==> src/rtl/gprsr_ram.sv <==
// ----------------------------------------------------------------------------
// Generic single-port-write RAM
// One write port and one read port with registered read data.
// ----------------------------------------------------------------------------
module gprsr_ram #(
   parameter int unsigned WIDTH = 8,
   parameter int unsigned DEPTH = 256
) (
   input  logic                                        clock,
   input  logic                                        wr_en,
   input  logic [((DEPTH > 1) ? $clog2(DEPTH) : 1)-1:0] wr_addr,
   input  logic [WIDTH-1:0]                            wr_data,
   input  logic                                        rd_en,
   input  logic [((DEPTH > 1) ? $clog2(DEPTH) : 1)-1:0] rd_addr,
   output logic [WIDTH-1:0]                            rd_data
);

   logic [WIDTH-1:0] mem [DEPTH];
   logic [WIDTH-1:0] rd_data_ff;

   always_ff @(posedge clock) begin
      if (wr_en) begin
         mem[wr_addr] <= wr_data;
      end
      if (rd_en) begin
         rd_data_ff <= mem[rd_addr];
      end
   end

   assign rd_data = rd_data_ff;

endmodule

==> config.mk <==
export PLATFORM = sky130hd
export DESIGN_NAME = gprsr_ram
export DESIGN_NICKNAME = d
export VERILOG_FILES = /design/src/rtl/gprsr_ram.sv
export SDC_FILE = /design/constraint.sdc
export NUM_CORES = 2
export LEC_CHECK = 0
export BUFFER_PORTS_ARGS = -buffer_cell sky130_fd_sc_hd__buf_2
export CAP_MARGIN = 20
export CORE_MARGIN = 2
export CORE_UTILIZATION = 55
export DETAILED_ROUTE_END_ITERATION = 6
export HOLD_SLACK_MARGIN = 0.02
export PLACE_DENSITY = 0.71
export SYNTH_ARGS = -nofsm -noshare
export SYNTH_HDL_FRONTEND = slang
export SYNTH_SLANG_ARGS = --single-unit
==> constraint.sdc <==
create_clock -name clock -period 3.8 [get_ports clock]
set_clock_uncertainty 0.15 [all_clocks]
set_input_delay 0.57 -clock clock [delete_from_list [all_inputs] [get_ports clock]]
set_output_delay 0.57 -clock clock [all_outputs]
set_load 0.01 [all_outputs]
== Word level (Yosys, flattened, before mapping) ==
Memory sizes are Yosys's and may differ from the RTL's. A register that Yosys moved wholly into a read port is not among the register bits.
Cells that the tools add are included.
Word-level totals
  register bits after elaboration: 0
  RAM bits: 2048
  input bits: 27
  output and inout bits: 8
  logic and storage cells: 3
  memories kept: 1
Cells by class
  multiplexer cells: 2
Memories
  mem: depth 256, width 8, read ports 1, clocked after memory_dff 1, write ports 1, line 18  | logic [WIDTH-1:0] mem [DEPTH];
Operator list (number)
  $mux 1: 2

== Longest topological paths before layout ==
  word-level depth: 2
  mapped depth: 11
  mapped depth without buffers: 6

== Worst setup path after synthesis ==
Ideal clock, no wire load.
  path type: input -> register
  from: in rd_addr[0] in the netlist's numbering
  to: reg rd_data_ff[2], in the netlist rd_data[2], read port of mem, data pin
  library setup time: 0.269 ns
  arrival: 2.377 ns
  data required time: 3.381 ns
  setup slack: 1.004 ns
  stages on the path: 9
  path buffers: 4
  path through: buf_6 -> buf_12 -> buf_8 -> buf_2 -> mux4_2 -> a22oi_1 -> a21oi_1 -> nor4_1 -> nor4_2
RTL lines
  from (decl): line 14  | input logic [((DEPTH > 1) ? $clog2(DEPTH) : 1)-1:0] rd_addr,
  to (decl): line 19  | logic [WIDTH-1:0] rd_data_ff;

==> impl_results.md <==
* Sequential-to-total area share from yosys stat at 0.775
* Crit path max-delay family: multiplexers
* Hold Path Class: in -> reg
* Total number of vias at slightly above 40k
* Rel. slew slack at 0.314
* Fin cells at ~6.3k
* VDD IR max at around 430 uV
* Largest net degree at the start of global routing at 120
* Post-Place Cells at approximately 5.9k
* Final WL at approximately 190000 microns
* Crit-path cells: buf_8, buf_12, buf_4, mux4_1, mux4_2, nor2_1, a2111oi_1, nor3_1, nor4_1
* Clk root buf: clkbuf_16
* Post-DR vias/cell at between 6 and 7
* Initial antenna violation count at 19
* Worst EP arrival at ~3.6 ns
* GP Congestion at roughly 0.88
* Crit path required time at roughly 4.2 ns
* RSZ-0062 raised after global routing: no
* Clk_lat worst skew at just over 0.8 ns
* Clock transition at path regs at around 0.060 ns
* Crit path capture type: register
* Final WS setup at 0.573 ns
* Chip width at between 300 and 400 microns
* R2R depth at 6
* Die Y at a little under 400 microns
* Clock sink count at 2056
* H-tree depth at 4
* Area Overhead vs Synth at 14.6%
* Hold Vio Cnt, Final at 0
* DR WL/cell at between 30 and 40 microns
* Internal cell power at ~0.037 W
* Layout cells sized above 1 at 0.284
* DRC viols at 4
* Slowest stage delay, CP at about 0.80 ns
* Min Tclk post-route at between 3 and 4 ns
* Failing checks: DRC
* WHS Endpoint: mem[80][4]$_DFFE_PP_
* Slowest CP cell: nor3_1
* Cell area after synthesis at ~0.08 sq mm
* CTS tree: built
* Period utilization at 0.849
* Ys async rst share at 0
* Syn Inst Count at between 3k and 4k
* Critical R2R Capture: rd_data[3]$_DFFE_PP_
* Main synth FF type: edfxtp_1
* P_sw at 0.00985 W
* Core area at 0.144 sq mm
* Worst slack, placed at -0.172 ns
* Vias in the first global route at approximately 40k
* GRT Overall Usage at 0.267
* Peak Freq at 0.310 GHz
* Mapped Nets at 3760
* Crit-path max FO at 21
* # setup viols final at 0
* Die ar. at 0.148 sq mm
* Post-cts sizing count at 0
* # rows at approximately 140
* DRT Pass-1 Iters at 7
* First-pass GRT wire length at approximately 280000 microns
* Pwr Density at a little over 500 mW/mm^2
* Hold path start: wr_data[4]
* Syn Area/Cell at between 20 and 25 sq um
* Worst Path Buf+Inv at 3
* Slew Limit Fails at 0
* Power share of the sequential group at 0.537
* Combinational fraction of design power at 0.051
* Setup slack, reg-to-reg at around 0.67 ns
* R2r startpoint: mem[83][3]$_DFFE_PP_
* Longest Clk Path Bufs at 3
* Total gr overflow at 0
* Post-synth EDFFs at roughly 2.1k
* Register bit total from synthesis at about 2.1k
* Post-route ant nets at 0
* Worst-Margin Slew at approximately 1.0 ns
* Hold Path Depth at 1
* Dpl hpwl at between 100000 and 150000 microns
* Worst setup SP type: input port
* WS Path Type: in -> reg
* Clock Power Share at 0.411
* # IOs at 35
* Initial Utilization at 0.554
* Num CTS Buffers at a little under 200
* Fill count at 9499
* Port Buffers at 34
* Yosys warnings at 0
* Switching Fraction at 0.211
* Initial DRC count at ~5.7k
* Outcome: finished, violations left
* Max-cap violations at 0
* Lkg Pwr at about 29 nW
* Cell variety after synth at between 50 and 60
* Fin nets at between 4k and 5k
==> synthesized netlist by cell type, drive strengths merged, types with 10 or more instances <==
library cell  count  share of area
nand3            34         0.0021
nor2b            31         0.0024
a22oi           133          0.013
o21ai            12        0.00075
a21oi            96         0.0060
mux2i           134          0.017
nor2            282          0.013
a221oi           14         0.0016
nand2            33         0.0016
o211ai           10        0.00094
nand4            10        0.00079
nor3             22         0.0014
mux4            456           0.13
nor4             27         0.0024
clkbuf          111         0.0052
o221ai           47         0.0052
edfxtp         2056           0.78
o22ai            28         0.0022
buf             122          0.013
a211oi           16         0.0015
==> worst max path at each step <==
stage	endpoint	slack, ns	start	cells after the start
after floorplan	rd_data[2]$_DFFE_PP_	1.00	rd_addr[0]	9
after global placement	rd_data[1]$_DFFE_PP_	-0.08	rd_addr[0]	9
after detailed placement	rd_data[6]$_DFFE_PP_	-0.17	rd_addr[0]	9
after CTS	rd_data[6]$_DFFE_PP_	0.68	rd_addr[0]	10
after global routing	rd_data[6]$_DFFE_PP_	0.50	rd_addr[0]	9
final	rd_data[1]$_DFFE_PP_	0.57	rd_addr[0]	9
==> cell usage in the layout (no fill, tap or decap), types with 15 or more instances in the layout <==
master	synthesis	routed
a211oi_1	16	16
a21oi_1	96	96
a22oi_1	133	133
buf_12	8	48
buf_2	31	23
buf_4	27	411
bufinv_16	0	15
clkbuf_1	111	45
clkbuf_16	0	204
clkinv_1	1	44
clkinv_2	0	37
edfxtp_1	2056	2056
mux2i_1	134	134
mux4_2	454	454
nand2_1	33	33
nand3_1	34	34
nor2_1	282	279
nor2b_1	31	28
nor3_1	22	22
nor4_1	24	24
o221ai_1	46	46
o22ai_1	28	28
==> flip-flops by register name (all words and copies together), names as in the netlist <==
| signal | count |
|---|---|
| mem | 2048 |
| rd_data | 8 |
==> through the flow <==
step / total power, W / utilization / area, sq um / TNS, ns / hold WS (ns)
2_1_floorplan: 0.0267 / - / 79600 / 0 / 0.519
3_3_place_gp: 0.0279 / 0.591 / 84900 / -0.165 / 0.819
3_5_place_dp: 0.0279 / 0.591 / 84900 / -0.442 / 0.824
4_1_cts: 0.0468 / 0.635 / 91200 / 0 / 0.254
5_1_grt: 0.0478 / 0.635 / 91200 / 0 / 0.301
6_report: 0.0466 / 0.635 / 91300 / 0 / 0.280
==> layout make-up <==
cell class / instances / area, sq um / area share
clock inverters: 112 / 1040 / 0.0114
diodes: 8 / 20.0 / 0.000219
flip-flops and latches: 2056 / 61700 / 0.677
repair buffers: 493 / 4310 / 0.0472
inverters: 2 / 7.51 / 0.0000823
clock buffers: 249 / 5270 / 0.0578
multi-input cells: 1442 / 16500 / 0.181
well taps: 1903 / 2380 / 0.0261
==> metal layers <==
layer,track usage,share of wire,vias up,wire [microns]
met5,0,0.00032,-,63
met4,0.0853,0.034,10,6680
met3,0.0524,0.10,384,20100
met2,0.420,0.48,2333,92800
met1,0.384,0.38,21300,74700
li1,-,-,16600,-
==> power groups by stage <==
stage               Combinational, W  Sequential, W  Clock (W)
floorplan                    0.00121         0.0255          0
global placement             0.00233         0.0255          0
detailed placement           0.00237         0.0255          0
CTS                          0.00238         0.0250     0.0194
global route                 0.00250         0.0250     0.0202
finish                       0.00239         0.0250     0.0192
==> timing repair <==
| item | in CTS | in global routing |
|---|---|---|
| hold endpoints to repair | 8 | 0 |
| hold buffers | 1 | 0 |
| setup buffers | 0 | 0 |
==> logic make-up after synthesis <==
| group | after synthesis | synth area share |
|---|---|---|
| DFF | 2056 | 0.775 |
| AOI/OAI and AO/OA | 385 | 0.0342 |
| buffers and inverters | 235 | 0.0183 |
| muxes | 591 | 0.146 |
| and+or+nand+nor | 466 | 0.0263 |
Note: power is estimated with default switching activity, not from simulation.
