[src/rtl/gprsr_pkg.sv]
// ----------------------------------------------------------------------------
// Gamepad replay package
// Shared constants, item codes and types for the gamepad replay block.
// ----------------------------------------------------------------------------
package gprsr_pkg;

   localparam int unsigned TABLE_DEPTH = 65536;
   localparam int unsigned TABLE_AW    = (TABLE_DEPTH > 1) ? $clog2(TABLE_DEPTH) : 1;

   localparam int unsigned WORD_W   = 32;
   localparam int unsigned BUTTON_W = 8;
   localparam int unsigned COUNT_W  = $clog2(WORD_W);

   localparam logic [1:0] KIND_LATCH = 2'd0;
   localparam logic [1:0] KIND_CLOCK = 2'd1;
   localparam logic [1:0] KIND_POWER = 2'd2;
   localparam logic [1:0] KIND_LOAD  = 2'd3;

   localparam logic CSR_SHORT_GAP_LIMIT = 1'b0;
   localparam logic CSR_FRAME_PERIOD    = 1'b1;

   localparam logic [WORD_W-1:0] SHORT_GAP_RESET    = 32'd1000;
   localparam logic [WORD_W-1:0] FRAME_PERIOD_RESET = 32'd33260;
   localparam logic [WORD_W-1:0] FRAME_START        = '1;
   localparam logic [7:0]        LATCH_MAX          = 8'd255;

   typedef struct packed {
      logic              done;
      logic [WORD_W-1:0] quotient;
   } div_result_type;

endpackage

[src/rtl/gprsr_div.sv]
// ----------------------------------------------------------------------------
// Gap divider
// Restoring divider that produces one quotient bit per cycle.
// ----------------------------------------------------------------------------
module gprsr_div
   import gprsr_pkg::*;
(
   input  logic                 clock,
   input  logic                 reset,
   input  logic                 start,
   input  logic [WORD_W-1:0]    dividend,
   input  logic [WORD_W-1:0]    divisor,
   output div_result_type       result
);

   logic               busy_ff,    busy_in;
   logic               done_ff,    done_in;
   logic [COUNT_W-1:0] count_ff,   count_in;
   logic [WORD_W-1:0]  rem_ff,     rem_in;
   logic [WORD_W-1:0]  quo_ff,     quo_in;
   logic [WORD_W-1:0]  divisor_ff, divisor_in;
   logic [WORD_W:0]    shifted;
   logic [WORD_W:0]    diff;

   always_comb begin
      busy_in    = busy_ff;
      done_in    = 1'b0;
      count_in   = count_ff;
      rem_in     = rem_ff;
      quo_in     = quo_ff;
      divisor_in = divisor_ff;
      shifted    = {rem_ff, quo_ff[WORD_W-1]};
      diff       = shifted - {1'b0, divisor_ff};
      if (start) begin
         busy_in    = 1'b1;
         count_in   = '0;
         rem_in     = '0;
         quo_in     = dividend;
         divisor_in = divisor;
      end else if (busy_ff) begin
         if (!diff[WORD_W]) begin
            rem_in = diff[WORD_W-1:0];
            quo_in = {quo_ff[WORD_W-2:0], 1'b1};
         end else begin
            rem_in = shifted[WORD_W-1:0];
            quo_in = {quo_ff[WORD_W-2:0], 1'b0};
         end
         count_in = count_ff + 1'b1;
         if (count_ff == COUNT_W'(WORD_W - 1)) begin
            busy_in = 1'b0;
            done_in = 1'b1;
         end
      end
   end

   always_ff @(posedge clock) begin
      if (reset) begin
         busy_ff <= 1'b0;
         done_ff <= 1'b0;
      end else begin
         busy_ff <= busy_in;
         done_ff <= done_in;
      end
      count_ff   <= count_in;
      rem_ff     <= rem_in;
      quo_ff     <= quo_in;
      divisor_ff <= divisor_in;
   end

   assign result.done     = done_ff;
   assign result.quotient = quo_ff;

endmodule

[config.mk]
export PLATFORM = sky130hd
export DESIGN_NAME = gprsr_div
export DESIGN_NICKNAME = d
export VERILOG_FILES = /design/src/rtl/gprsr_pkg.sv /design/src/rtl/gprsr_div.sv
export SDC_FILE = /design/constraint.sdc
export NUM_CORES = 1
export LEC_CHECK = 0
export BUFFER_PORTS_ARGS = -buffer_cell sky130_fd_sc_hd__clkbuf_2
export CAP_MARGIN = 10
export CORE_UTILIZATION = 35
export CTS_BUF_LIST = sky130_fd_sc_hd__clkbuf_16
export CTS_CLUSTER_SIZE = 20
export DETAILED_ROUTE_END_ITERATION = 10
export PLACE_DENSITY = 0.63
export SLEW_MARGIN = 20
export SYNTH_ARGS = -nofsm -noshare
export SYNTH_HDL_FRONTEND = slang
export SYNTH_SLANG_ARGS = --single-unit
[constraint.sdc]
create_clock -name clock -period 3.2 [get_ports clock]
set_clock_uncertainty 0.15 [all_clocks]
set_input_delay 0.64 -clock clock [delete_from_list [all_inputs] [get_ports clock]]
set_output_delay 0.64 -clock clock [all_outputs]
set_load 0.1 [all_outputs]
After elaboration in Yosys (flattened, before gate mapping) --
Index checks and enable logic that the tools add are counted.
Operators by class: $add $sub $neg 2, equal/unequal tests 1, mux-type cells 8, bitwise gates (word level) 1, reductions and logical operators 2
Operators with widths (count):
- $mux W32 | 3
- $sub A33 B32 Y33 | 1
- $add A5 B1 Y5 const B | 1
- $eq A5 B5 Y1 const B | 1
- $mux W1 | 5
- $reduce_or A3 Y1 | 1
- $reduce_bool A2 Y1 | 1
- $not A1 Y1 | 1
Word-level totals: register bits after elaboration 103, input bits 67

Longest topological paths before layout --
depth after elaboration 4, mapped depth 13

Least setup slack after synthesis --
No wires, ideal clock.
path kind reg2reg, from reg quo_ff[31], to reg rem_ff[29], library setup time 120 ps, arrival 3566 ps, setup slack -636 ps, stages on the path, launching flop included 14, cells stage by stage edfxtp_1 > inv_1 > ha_1 > fa_1 > nand2b_1 > a21oi_1 > o21ba_1 > o21a_1 > o21a_1 > a31oi_4 > xnor2_2 > buf_2 > nor3_1 > a211o_1
On the way: cells in the longest elaborated chain, start to end 2
RTL lines:
- start: declaration | RTL line gprsr_div.sv:20 | logic [WORD_W-1:0] quo_ff, quo_in;
- start signal: assignment | RTL line gprsr_div.sv:66 | quo_ff <= quo_in;
- $sub A33 B32 Y33 | RTL line gprsr_div.sv:33 | diff = shifted - {1'b0, divisor_ff};
- $mux W32 | RTL line gprsr_div.sv:41 | if (!diff[WORD_W]) begin
- end signal: assignment | RTL line gprsr_div.sv:65 | rem_ff <= rem_in;
- end: declaration | RTL line gprsr_div.sv:19 | logic [WORD_W-1:0] rem_ff, rem_in;
Every way passes these cells. A chain may end at the register's enable or synchronous reset.

Worst setup path in the final report --
from reg divisor_ff[18], to reg rem_ff[29]
On the way: cells in the longest elaborated chain, start to end 2
RTL lines:
- start: declaration | RTL line gprsr_div.sv:21 | logic [WORD_W-1:0] divisor_ff, divisor_in;
- start signal: assignment | RTL line gprsr_div.sv:67 | divisor_ff <= divisor_in;
- $sub A33 B32 Y33 | RTL line gprsr_div.sv:33
- $mux W32 | RTL line gprsr_div.sv:41
Every way passes these cells.

==> flow_metrics.py <==
metrics = {
    "status": {
        "status": "finished, final reports clean",
    },
    "routing": {
        "first_iter_violations": 161,
        "via_per_inst": 5.03,
        "drtAntennaViolNets": 0,
        "dr.pass1.iters": 4,
        "finalWirelength_um": 12400,
        "routed-via-count": 4470,
        "wire_per_inst_um": 13.9,
        "remaining_drc_errors": 0,
    },
    "power_and_ir_drop": {
        "p_per_area_nw_per_um2": 568,
        "sequentialPowerShare_pct": 40.1,
        "p_int_mw": 2.63,
        "p_leak_nw": 3.03,
        "clkPwrFrac_pct": 29.2,
        "switching_share_pct": 34.9,
        "p_total_mw": 4.04,
        "combPwrFrac_pct": 30.7,
        "ir_drop_mv": 0.390,
        "switchingPower_mw": 1.41,
    },
    "cts": {
        "holdBufCountCts": 0,
        "clkLatencyLatePin_ns": 0.36,
        "clk_pin_slew_ns": 0.07,
        "cts_sinks": 103,
        "cts_root_buf": "clkbuf_16",
        "cts_tree": "done",
        "cts_htree_levels": 3,
        "clock_path_buffers": 2,
        "numCtsBuffers": 9,
    },
    "synth": {
        "synthMuxAreaShare_pct": 11.1,
        "yosys.area_share.simple_pct": 9.84,
        "syn_inst": 560,
        "synthArstFlopShare_pct": 0,
        "ys_seq_area_share_pct": 46.0,
        "synthFlopType": "edfxtp_1",
        "yosysTopAreaCell": "edfxtp_1",
        "synth_common_cells": "edfxtp_1, nor2_1, inv_1, dfxtp_1, a21oi_1",
        "synthXorXnorAreaFrac_pct": 4.60,
        "synth.most_common_cell": "edfxtp_1",
        "synth_compound_area_share_pct": 16.0,
        "yosysTopAreaCellShare_pct": 32.7,
        "synthAdderAreaFrac_pct": 7.58,
        "synth_seq_cells": 103,
        "synth_top_family_by_area": "compound AO/OA/AOI/OAI gates",
        "synth_cell_types": 56,
        "syn_area_per_cell_um2": 10.5,
        "ys_top_cells_by_area": "edfxtp_1, dfxtp_1, ha_1",
        "ys_warn_count": 0,
        "synth_area_um2": 5880,
        "synth_edf_count": 64,
        "synth_nets": 662,
    },
    "worst_setup_path": {
        "crit_type": "flop to flop",
        "required_ns": 3.30,
        "crit_fanout": 8,
        "arrival_ns": 3.13,
        "r2r-start": "divisor_ff[18]$_DFFE_PP_",
        "cp-startpoint": "divisor_ff[18]$_DFFE_PP_",
        "crit_path_start_kind": "flop",
        "cp-end-kind": "flop",
    },
    "finish": {
        "diodes": 0,
        "areaGrowthSynthToFinish_pct": 21.0,
        "nets": 765,
        "fin_area_um2": 7110,
        "utilization_pct": 43.2,
        "final_cells": 888,
        "layout-drive-gt1-share_pct": 27.5,
    },
    "die": {
        "core_um2": 16500,
        "initial_core_util_pct": 35.7,
        "chipHeight_um": 132,
        "die-area_um2": 17300,
        "chipWidth_um": 132,
        "ioPinCount": 100,
        "fp-row-count": 47,
    },
    "sta": {
        "slew_viol_final": 0,
        "finalHoldViolCount": 0,
        "fin_crit_ns": 3.03,
        "worst_pin_slew_ns": 0.736,
        "max_freq_mhz": 330,
        "fin_tns_setup_ns": 0,
        "finalSetupViolations": 0,
        "relSlewSlack_pct": 50.9,
        "fin_crit_sh_pct": 94.8,
    },
    "placement": {
        "gp_congestion": 0.845,
        "dpl.cell_count": 868,
        "portBuffers": 99,
        "dpl.hpwl_um": 9130,
        "placed_area_um2": 6730,
    },
    "min_path": {
        "worstHoldStart": "reset",
        "hp-class": "primary input to flop",
    },
    "global_routing": {
        "grt_max_degree": 39,
        "antenna_found_initial": 0,
        "grt_pass1_vias": 4639,
        "overflow": 0,
        "gr-usage-all-layers_pct": 15.1,
        "grt_first_pass_wirelength_um": 21400,
    },
    "run": {
        "drv_cap": 0,
    },
}
-- routing by layer --
metal | track usage (%) | up-vias | routed length [µm]
li1 | - | 2251 | -
met1 | 18.3 | 2091 | 5680
met2 | 25.2 | 114 | 5750
met3 | 5.13 | 14 | 742
met4 | 4.46 | 0 | 186
met5 | 0 | - | 0
-- worst max-delay path, stage by stage (launching register included) --
cell and delay (ns):
edfxtp_1 0.33, inv_1 0.05, ha_1 0.40, a21oi_1 0.24
o221ai_1 0.15, a21oi_1 0.14, nand3b_1 0.19, a211o_1 0.35
a221o_1 0.34, a21oi_1 0.21, xnor2_1 0.09, a211o_1 0.29
-- area by class of cell --
cell class | instances | area [µm²]
Fill cell | 1624 | 9350
Multi-Input combinational cell | 385 | 2940
Sequential cell | 103 | 2700
Timing Repair Buffer | 122 | 708
Tap cell | 220 | 275
Clock buffer | 9 | 225
Inverter | 42 | 158
Clock inverter | 7 | 97.6
-- sequential cells by signal (all words and copies together), names as in the netlist --
name,flops
divisor_ff,32
count_ff,5
rem_ff,32
busy_ff,1
done_ff,1
quo_ff,32
-- final timing paths --
path                             end  slack [ns]  depth (start not counted)
min               busy_ff$_SDFF_PP0_        0.29                          2
max reg2reg  rem_ff[29]$_SDFFE_PP0P_        0.17                         11
min reg2reg   rem_ff[3]$_SDFFE_PP0P_        0.36                          2
max          rem_ff[29]$_SDFFE_PP0P_        0.17                         11
-- cell usage in the layout (no fill, tap or decap), drive strengths merged, types with 24 or more instances in the layout --
cell type and instances:
nor2 53, edfxtp 64, ha 34, mux2i 28, mux2 33, clkbuf 107
a211oi 27, nand2 24, dfxtp 39, a21oi 35, inv 46, buf 24
-- power by group through the flow --
stage          clock network, mW  registers (mW)  logic [mW]
4_1_cts                     1.22            1.62        1.23
6_report                    1.18            1.62        1.24
3_5_place_dp                   0            1.65        1.21
5_1_grt                     1.27            1.64        1.34
2_1_floorplan                  0            1.94       0.654
3_3_place_gp                   0            1.64        1.19
-- timing repair --
action,CTS,global route
endpoints found under the setup margin,17,18
hold endpoints to repair,0,0
pin swaps,1,2
buffers inserted,3,1
resized for setup,0,4
-- metrics by stage --
| step | hold slack (ns) | setup WS (ns) |
|---|---|---|
| 3_5_place_dp | 0.342 | -0.000724 |
| 6_report | 0.292 | 0.166 |
| 2_1_floorplan | 0.317 | -0.406 |
| 4_1_cts | 0.283 | 0.116 |
| 5_1_grt | 0.275 | -0.00557 |
| 3_3_place_gp | 0.329 | 0.124 |
-- kinds of logic (layout without fill, tap and decap cells) --
kind of cell,after synthesis,after routing
compound gates,138,138
xor+xnor,30,30
fa+ha+maj,35,35
buf+inv,72,180
flops,103,103
mux,61,61
simple gates,121,121
No activity file was read; power rests on OpenSTA's default activity.
